## config.mk

```make
export PLATFORM = sky130hd
export DESIGN_NAME = txtcon_ctrl
export DESIGN_NICKNAME = d
export VERILOG_FILES = /design/src/design/txtcon_pkg.sv /design/src/design/txtcon_ctrl.sv
export SDC_FILE = /design/constraint.sdc
export NUM_CORES = 1
export LEC_CHECK = 0
export ABC_CLOCK_PERIOD_IN_PS = 1000
export BUFFER_PORTS_ARGS = -buffer_cell sky130_fd_sc_hd__buf_2
export CAP_MARGIN = 10
export CORE_AREA = 2 2 39 41
export CTS_BUF_LIST = sky130_fd_sc_hd__clkbuf_16
export CTS_CLUSTER_SIZE = 14
export DETAILED_ROUTE_END_ITERATION = 10
export DIE_AREA = 0 0 41 43
export HOLD_SLACK_MARGIN = 0.12
export PLACE_DENSITY_LB_ADDON = 0.3
export SYNTH_ARGS = -nofsm -noshare
export SYNTH_HDL_FRONTEND = slang
export SYNTH_SLANG_ARGS = --single-unit
```

## constraint.sdc

```tcl
create_clock -name clk -period 1 [get_ports clk]
set_input_delay 0.05 -clock clk [delete_from_list [all_inputs] [get_ports clk]]
set_output_delay 0.05 -clock clk [all_outputs]
set_load 0.05 [all_outputs]
```

## src/design/txtcon_pkg.sv

```systemverilog
// shared types and constants of the text console writer
package txtcon_pkg;

    localparam int COLUMNS_DEF = 80;
    localparam int ROWS_DEF    = 25;

    localparam logic [15:0] BLANK_CELL = 16'h0020;  // space, attribute zero
    localparam logic [7:0]  BS_CHAR    = 8'h08;

    typedef enum logic [2:0] {
        CMD_PUT        = 3'd0,
        CMD_NEWLINE    = 3'd1,
        CMD_BACKSPACE  = 3'd2,
        CMD_CLEAR      = 3'd3,
        CMD_SET_CURSOR = 3'd4,
        CMD_READ       = 3'd5
    } cmd_t;

    typedef enum logic [2:0] {
        ST_IDLE,
        ST_EXEC,
        ST_READ,
        ST_FILL,
        ST_DRAIN,
        ST_DONE
    } state_t;

    // controller to datapath
    typedef struct packed {
        logic load;        // capture the input transfer
        logic exec;        // apply the command to cursor and screen
        logic fill_start;  // arm the scroll or clear sweep
        logic fill_run;    // issue one cell of the sweep
        logic cell_load;   // capture read data for the result
    } ctl_t;

    // datapath to controller
    typedef struct packed {
        logic need_fill;
        logic is_read;
        logic fill_last;
    } sts_t;

endpackage

```

## src/design/txtcon_ctrl.sv

```systemverilog
// controller state machine of the text console writer
module txtcon_ctrl (
    input  logic              clk,
    input  logic              rst_n,
    input  logic              s_tvalid,
    output logic              s_tready,
    output logic              m_tvalid,
    input  logic              m_tready,
    input  txtcon_pkg::sts_t  sts,
    output txtcon_pkg::ctl_t  ctl
);

    import txtcon_pkg::*;

    state_t state_reg;
    state_t state_next;

    always_ff @(posedge clk or negedge rst_n)
    begin
        if (!rst_n)
        begin
            state_reg <= ST_IDLE;
        end
        else
        begin
            state_reg <= state_next;
        end
    end

    always_comb
    begin
        state_next = state_reg;
        ctl        = '0;
        s_tready   = 1'b0;
        m_tvalid   = 1'b0;
        unique case (state_reg)
            ST_IDLE:
            begin
                s_tready = 1'b1;
                if (s_tvalid)
                begin
                    ctl.load   = 1'b1;
                    state_next = ST_EXEC;
                end
            end
            ST_EXEC:
            begin
                ctl.exec = 1'b1;
                if (sts.need_fill)
                begin
                    ctl.fill_start = 1'b1;
                    state_next     = ST_FILL;
                end
                else if (sts.is_read)
                begin
                    state_next = ST_READ;
                end
                else
                begin
                    state_next = ST_DONE;
                end
            end
            ST_READ:
            begin
                ctl.cell_load = 1'b1;
                state_next    = ST_DONE;
            end
            ST_FILL:
            begin
                ctl.fill_run = 1'b1;
                if (sts.fill_last)
                begin
                    state_next = ST_DRAIN;
                end
            end
            ST_DRAIN:
            begin
                // last delayed write of the sweep lands here
                state_next = ST_DONE;
            end
            ST_DONE:
            begin
                m_tvalid = 1'b1;
                if (m_tready)
                begin
                    state_next = ST_IDLE;
                end
            end
            default:
            begin
                state_next = ST_IDLE;
            end
        endcase
    end

endmodule

```

==> impl_metrics.ini, run 1 <==
[outcome]
status = finished, violations left
failed_checks = negative setup slack

[cts]
clk_latency_ns = 0.22
cts.reportedPaths.clkPinSlew_ns = 0.03
numCtsBuffers = 3
htree_num_levels = 1
clockBufferDepth = 2
ctsRootBufferMaster = sky130_fd_sc_hd__clkbuf_16
tritoncts = yes
cts.sink_count = 3

[die]
placement_rows = 14
pin_count = 14
floorplan_die_width_microns = 41
placeableCoreArea_sq_um = 1384
dieArea_sq_um = 1763
initial_core_util = 0.1808
die_height_microns = 43

[timing]
grt_setup_unrepaired = yes
timing.fmax_ghz = 0.8084
final_period_minus_worst_setup_slack_ns = 1.237
max_slew_margin = 0.7937
clock_skew_ns = 0.0005687
final.setup.worst_slack_ns = -0.2371
timing.final.hold_violations = 0
report.final.slew_viol_count = 0
post-route-period-util = 1.237
whs_ns = 0.1294
worst_pin_slew_ns = 0.3067
final_setup_violating_endpoints = 10

[power_and_ir_drop]
netSwitchingFraction = 0.4239
comb_power_share = 0.576
power.sequential.fraction = 0.140
power.share.clock = 0.284
total_switching_power_w = 0.0009264
vdd.ir_drop.worst_mv = 1.190
powerDensity_nw_per_um2 = 4071
p_int_w = 0.001259
total_leakage_power_nw = 0.2573

[layout]
final_net_count = 63
final_layout_size_suffix_gt1_frac = 0.6182
layout-area-overhead-vs-synth_pct = 114.5
antenna-diode-count = 0
largest_register_ff_count = 3

[grt]
grt_remaining_overflow = 0
grt_antenna_before_repair = 0
global_routing_usage_summed_across_all_routing_layers = 0.09557
global_route_wire_length_before_repair_mm = 1.048
grt_start_max_net_pins = 9
grt_pass1_vias = 269

[logic_synthesis]
ys_warn_count = 0
synth_area_per_cell_sq_um = 7.820
synthesis.area_sq_um = 250.2
netlist_instances = 32
ys_seq_elements = 3
seq_area_frac_synth = 0.3000
number_of_distinct_library_cells_after_synthesis = 19
synth_fp_nets = 39

[placement]
gp_congestion = 0.7366
post-place-ws_ns = -0.2223
placement.io_buffers = 13
dp_hpwl_microns = 464.2

[critical_path]
crit_family = flip-flops
max_stage_delay_ns = 0.46
cp_data_arrival_time_ns = 1.19
setup_crit_path_kind = flop to primary output
crit_path_start_kind = flop
cp_max_delay_cell = sky130_fd_sc_hd__dfrtp_2
cp_max_fo = 8
cp-end-kind = primary output
series_of_cell_instances_along_the_critical_path = nor3_4 -> and2_4 -> buf_8
worstPathRequired_ns = 0.95
critPathBufInv = 1
setup.reg_to_reg.worst_slack_ns = -0.18

[route]
dr_wl_met3_microns = 56
via_count = 295
detail_route.wirelength.met1_microns = 297
initialDrtViolationCount = 1
wire_per_inst_microns = 9.408
antenna_left = 0
highest-signal-layer = met4
wl_met2_microns = 305
drt-total-wl_microns = 668
routed_via_density = 4.155
detailedRoute.firstPassIterationCount = 2
drc = 0

[worst_hold_path]
path_category_of_the_worst_min_delay_check = primary input to flop

[run]
maxCapViolations = 0
[metal layers]
layer,track usage,vias up
met5,0,-
met1,0.1100,131
met3,0.05236,2
met2,0.1125,8
met4,0.1000,0
li1,-,154
[worst paths after layout]
kind,startpoint,endpoint,depth (start not counted)
setup / recovery,state_reg[1],ctl[4],3
setup reg to reg,state_reg[2],state_reg[2],4
hold / removal,sts[2],state_reg[1],3
max in group asynchronous,rst_n,state_reg[1],2
hold reg to reg,state_reg[2],state_reg[2],2
min in group asynchronous,rst_n,state_reg[0],2
[timing repair]
action | in CTS | in global routing
setup endpoints to repair | 10 | 10
cloned | 0 | 0
resized for setup | 18 | 3
setup buffers | 1 | 0
endpoints found under the hold margin | 4 | 0
pin swaps | 2 | 0
hold buffers | 2 | 0
[cells in the mapped netlist]
library cell               number  area share
sky130_fd_sc_hd__inv_1          3       0.045
sky130_fd_sc_hd__nor3b_1        1       0.030
sky130_fd_sc_hd__o31ai_2        1       0.050
sky130_fd_sc_hd__dfrtp_1        3        0.30
sky130_fd_sc_hd__nor2b_1        1       0.025
sky130_fd_sc_hd__nand3b_1       2       0.060
sky130_fd_sc_hd__or2_1          2       0.050
sky130_fd_sc_hd__nor2_1         2       0.030
sky130_fd_sc_hd__a31oi_1        1       0.025
sky130_fd_sc_hd__and2_1         1       0.025
sky130_fd_sc_hd__nand2_1        3       0.045
sky130_fd_sc_hd__nor4_1         1       0.025
sky130_fd_sc_hd__buf_4          1       0.030
sky130_fd_sc_hd__nor3_1         1       0.020
sky130_fd_sc_hd__and3_1         1       0.025
sky130_fd_sc_hd__buf_6          2       0.090
sky130_fd_sc_hd__a21oi_1        2       0.040
sky130_fd_sc_hd__o21ai_0        3       0.060
sky130_fd_sc_hd__nand2b_1       1       0.025
[worst min-delay path, stage by stage]
cell and delay [ns]:
sky130_fd_sc_hd__buf_2 0.09, sky130_fd_sc_hd__nor2_1 0.06, sky130_fd_sc_hd__o21ai_1 0.11
[placed cells by master (no fill, tap or decap), types with 2 or more instances in the layout]
cell	instances
sky130_fd_sc_hd__a21oi_1	2
sky130_fd_sc_hd__buf_2	7
sky130_fd_sc_hd__buf_4	6
sky130_fd_sc_hd__buf_6	5
sky130_fd_sc_hd__buf_8	2
sky130_fd_sc_hd__clkbuf_16	3
sky130_fd_sc_hd__dfrtp_2	2
sky130_fd_sc_hd__dlygate4sd3_1	2
sky130_fd_sc_hd__inv_1	2
sky130_fd_sc_hd__nand2_1	2
sky130_fd_sc_hd__nand3b_1	2
sky130_fd_sc_hd__o21ai_1	2
sky130_fd_sc_hd__or2_1	2
[stage by stage]
stage | std cells | area (sq um) | total power, W | util | TNS (ns)
floorplan | 32 | 274.0 | 0.001115 | - | -0.8253
global placement | 64 | 374.1 | 0.001338 | 0.2703 | -1.179
detailed placement | 64 | 374.1 | 0.001336 | 0.2703 | -1.196
CTS | 71 | 531.8 | 0.002178 | 0.3843 | -1.908
global route | 71 | 536.8 | 0.002309 | 0.3879 | -2.307
finish | 71 | 536.8 | 0.002185 | 0.3879 | -1.868
[power groups by stage]
stage / clock network [W] / registers, W / logic [W]
final: 0.000620 / 0.000306 / 0.00126
after global routing: 0.000647 / 0.000320 / 0.00134
after CTS: 0.000632 / 0.000300 / 0.00125
after detailed placement: 0 / 0.000294 / 0.00104
after global placement: 0 / 0.000295 / 0.00104
after floorplan: 0 / 0.000202 / 0.000913
[final cells by class]
type                    count  area (sq um)
inverters                   3         15.01
clock buffers               3         75.07
well taps                  16         20.02
clock inverters             1         3.754
fillers                   145         847.1
repair buffers             22         186.4
flip-flops and latches      3         77.57
multi-input cells          23         158.9
[cells by family after synthesis]
logic type,count (synthesis),share of synthesized area
AO/OA/AOI/OAI,7,0.1750
buffers and inverters,6,0.1650
flip-flops,3,0.3000
AND/OR/NAND/NOR,16,0.3601
No activity file was read; power rests on OpenSTA's default activity.
==> run 2: changes to the inputs <==
- PLACE_DENSITY: not set -> 0.5
- PLACE_DENSITY_LB_ADDON: 0.3 -> not set
==> run 2 against run 1 <==
Net effect: the flow still finishes with violations (negative setup slack); cell count up 2.8%; first-iteration DRC count rose to 3.0 times the previous value; via count up 7.8%; sequential share of layout area down 0.70 points; setup slack worse by 0.022 ns; fmax down 1.7%; critical path depth unchanged; wire length up 17%; combinational power up 13%.
==> impl_metrics.ini, run 2 (synthesis results as in run 1) <==
[layout]
fillerInstances = 137
largest_register_ff_count = 3
finish.cell_count_without_fillers = 73
layout-area-overhead-vs-synth_pct = 129.0
antenna-diode-count = 0
regArea_sq_um = 78.83
layout.cells.most_common = sky130_fd_sc_hd__buf_4
final_layout_size_suffix_gt1_frac = 0.6491
final_net_count = 65
final_cell_mix = sky130_fd_sc_hd__buf_4 (8), sky130_fd_sc_hd__buf_2 (6), sky130_fd_sc_hd__buf_6 (5)
multi_input_area_sq_um = 168.9

[timing]
post-route-period-util = 1.259
max_slew_margin = 0.7789
final.setup.worst_slack_ns = -0.2589
final_setup_violating_endpoints = 10
report.final.slew_viol_count = 0
clock_skew_ns = 0.003705
timing.final.hold_violations = 0
worst_pin_slew_ns = 0.3287
whs_ns = 0.1186
timing.fmax_ghz = 0.7943
final_period_minus_worst_setup_slack_ns = 1.259
fin_setup_tns_ns = -1.986
grt_setup_unrepaired = yes

[grt]
groute.layer.met2.usage = 0.1594
grt_pass1_vias = 325
busiest_layer = met2
grt_remaining_overflow = 0
grt_use_met3 = 0.04712
global_routing_usage_summed_across_all_routing_layers = 0.1065
met1_track_usage_gr = 0.1129
global_route_wire_length_before_repair_mm = 1.235
grt_start_max_net_pins = 8
grt_antenna_before_repair = 0

[power_and_ir_drop]
power.sequential.fraction = 0.137
powerDensity_nw_per_um2 = 4154
vdd.ir_drop.worst_mv = 1.074
power.share.clock = 0.267
total_leakage_power_nw = 0.2742
total_switching_power_w = 0.001007
netSwitchingFraction = 0.4230
comb_power_share = 0.597
p_int_w = 0.001374

[placement]
placement.io_buffers = 13
place.detailed.instances = 65
gp_congestion = 0.6640
dp_hpwl_microns = 505

[route]
wire_per_inst_microns = 10.70
drc = 0
antenna_left = 0
routed_via_density = 4.356
initialDrtViolationCount = 3
via_count = 318
drt-total-wl_microns = 781
detailedRoute.firstPassIterationCount = 4

[die]
die_height_microns = 43
dieArea_sq_um = 1763
placeableCoreArea_sq_um = 1384
initial_core_util = 0.1808
placement_rows = 14
floorplan_die_width_microns = 41
pin_count = 14

[critical_path]
crit_path_start_kind = flop
worstPathRequired_ns = 0.95
rr_startpoint = state_reg[2]
cp_max_fo = 7
setup_crit_path_kind = flop to primary output
cp_data_arrival_time_ns = 1.21
cp-end-kind = primary output
startpoint = state_reg[1]

[cts]
tritoncts = yes
cts.sink_count = 3
clockBufferDepth = 2
numCtsBuffers = 3
cts.reportedPaths.clkPinSlew_ns = 0.03
htree_num_levels = 1
ctsRootBufferMaster = sky130_fd_sc_hd__clkbuf_16
clk_latency_ns = 0.23

[run]
maxCapViolations = 0

[outcome]
status = finished, violations left
failed_checks = negative setup slack

[worst_hold_path]
path_category_of_the_worst_min_delay_check = primary input to flop
worstHoldStart = sts[2]
run 2: cell types whose count changed in the layout (fill, tap and decap cells not counted):
cell,before,now
sky130_fd_sc_hd__nand2_4,0,1
sky130_fd_sc_hd__buf_2,7,6
sky130_fd_sc_hd__nor2_2,1,0
sky130_fd_sc_hd__nor2_4,0,1
sky130_fd_sc_hd__nand2_2,1,0
sky130_fd_sc_hd__dfrtp_2,2,3
sky130_fd_sc_hd__dfrtp_1,1,0
sky130_fd_sc_hd__buf_4,6,8
sky130_fd_sc_hd__buf_8,2,3
run 2: cell type report:
cell class / instances / area share
Tap cell: 16 / 0.03493
Inverter: 3 / 0.02620
Sequential cell: 3 / 0.1376
Timing Repair Buffer: 24 / 0.3690
Clock buffer: 3 / 0.1310
Multi-Input combinational cell: 23 / 0.2948
Clock inverter: 1 / 0.006550
run 2: per-layer routing:
| metal | wire, microns | vias to the layer above |
|---|---|---|
| met3 | 70 | 4 |
| li1 | - | 156 |
| met2 | 390 | 14 |
| met5 | 0 | - |
| met1 | 293 | 144 |
| met4 | 27 | 0 |
run 2: worst paths after layout:
| kind | end | slack [ns] | cells past startpoint |
|---|---|---|---|
| min | state_reg[1] | 0.12 | 3 |
| max in group asynchronous | state_reg[1] | 0.73 | 2 |
| max | ctl[2] | -0.26 | 3 |
| min reg2reg | state_reg[0] | 0.68 | 2 |
| max reg2reg | state_reg[2] | -0.21 | 4 |
| min in group asynchronous | state_reg[2] | 0.15 | 2 |
run 2: repair_timing:
action                                  CTS  global route
hold endpoints to repair                  4             0
gates resized for setup                  20             8
pin swaps                                 2             4
hold buffers                              2             0
endpoints found under the setup margin   10            10
setup buffers                             1             1
run 2: worst max-delay path, stage by stage, from the launching register on:
cell and delay, ns:
sky130_fd_sc_hd__dfrtp_2 0.46, sky130_fd_sc_hd__nor2_4 0.16, sky130_fd_sc_hd__and3_2 0.20, sky130_fd_sc_hd__buf_6 0.15
run 2: power by group through the flow:
stage | logic (W) | clock network [W] | registers, W
6_report | 0.00142 | 0.000635 | 0.000325
5_1_grt | 0.00151 | 0.000653 | 0.000340
4_1_cts | 0.00130 | 0.000637 | 0.000304
3_5_place_dp | 0.00108 | 0 | 0.000290
3_3_place_gp | 0.00108 | 0 | 0.000294
2_1_floorplan | 0.000913 | 0 | 0.000202
run 2: stage by stage:
| stage | cell area (sq um) | power, W | setup WS [ns] | utilization |
|---|---|---|---|---|
| after floorplan | 274.0 | 0.001115 | -0.3569 | - |
| after global placement | 381.6 | 0.001370 | -0.2033 | 0.2758 |
| after detailed placement | 381.6 | 0.001368 | -0.2329 | 0.2758 |
| after CTS | 544.3 | 0.002243 | -0.2529 | 0.3933 |
| after global routing | 573.1 | 0.002507 | -0.3020 | 0.4141 |
| final | 573.1 | 0.002380 | -0.2589 | 0.4141 |
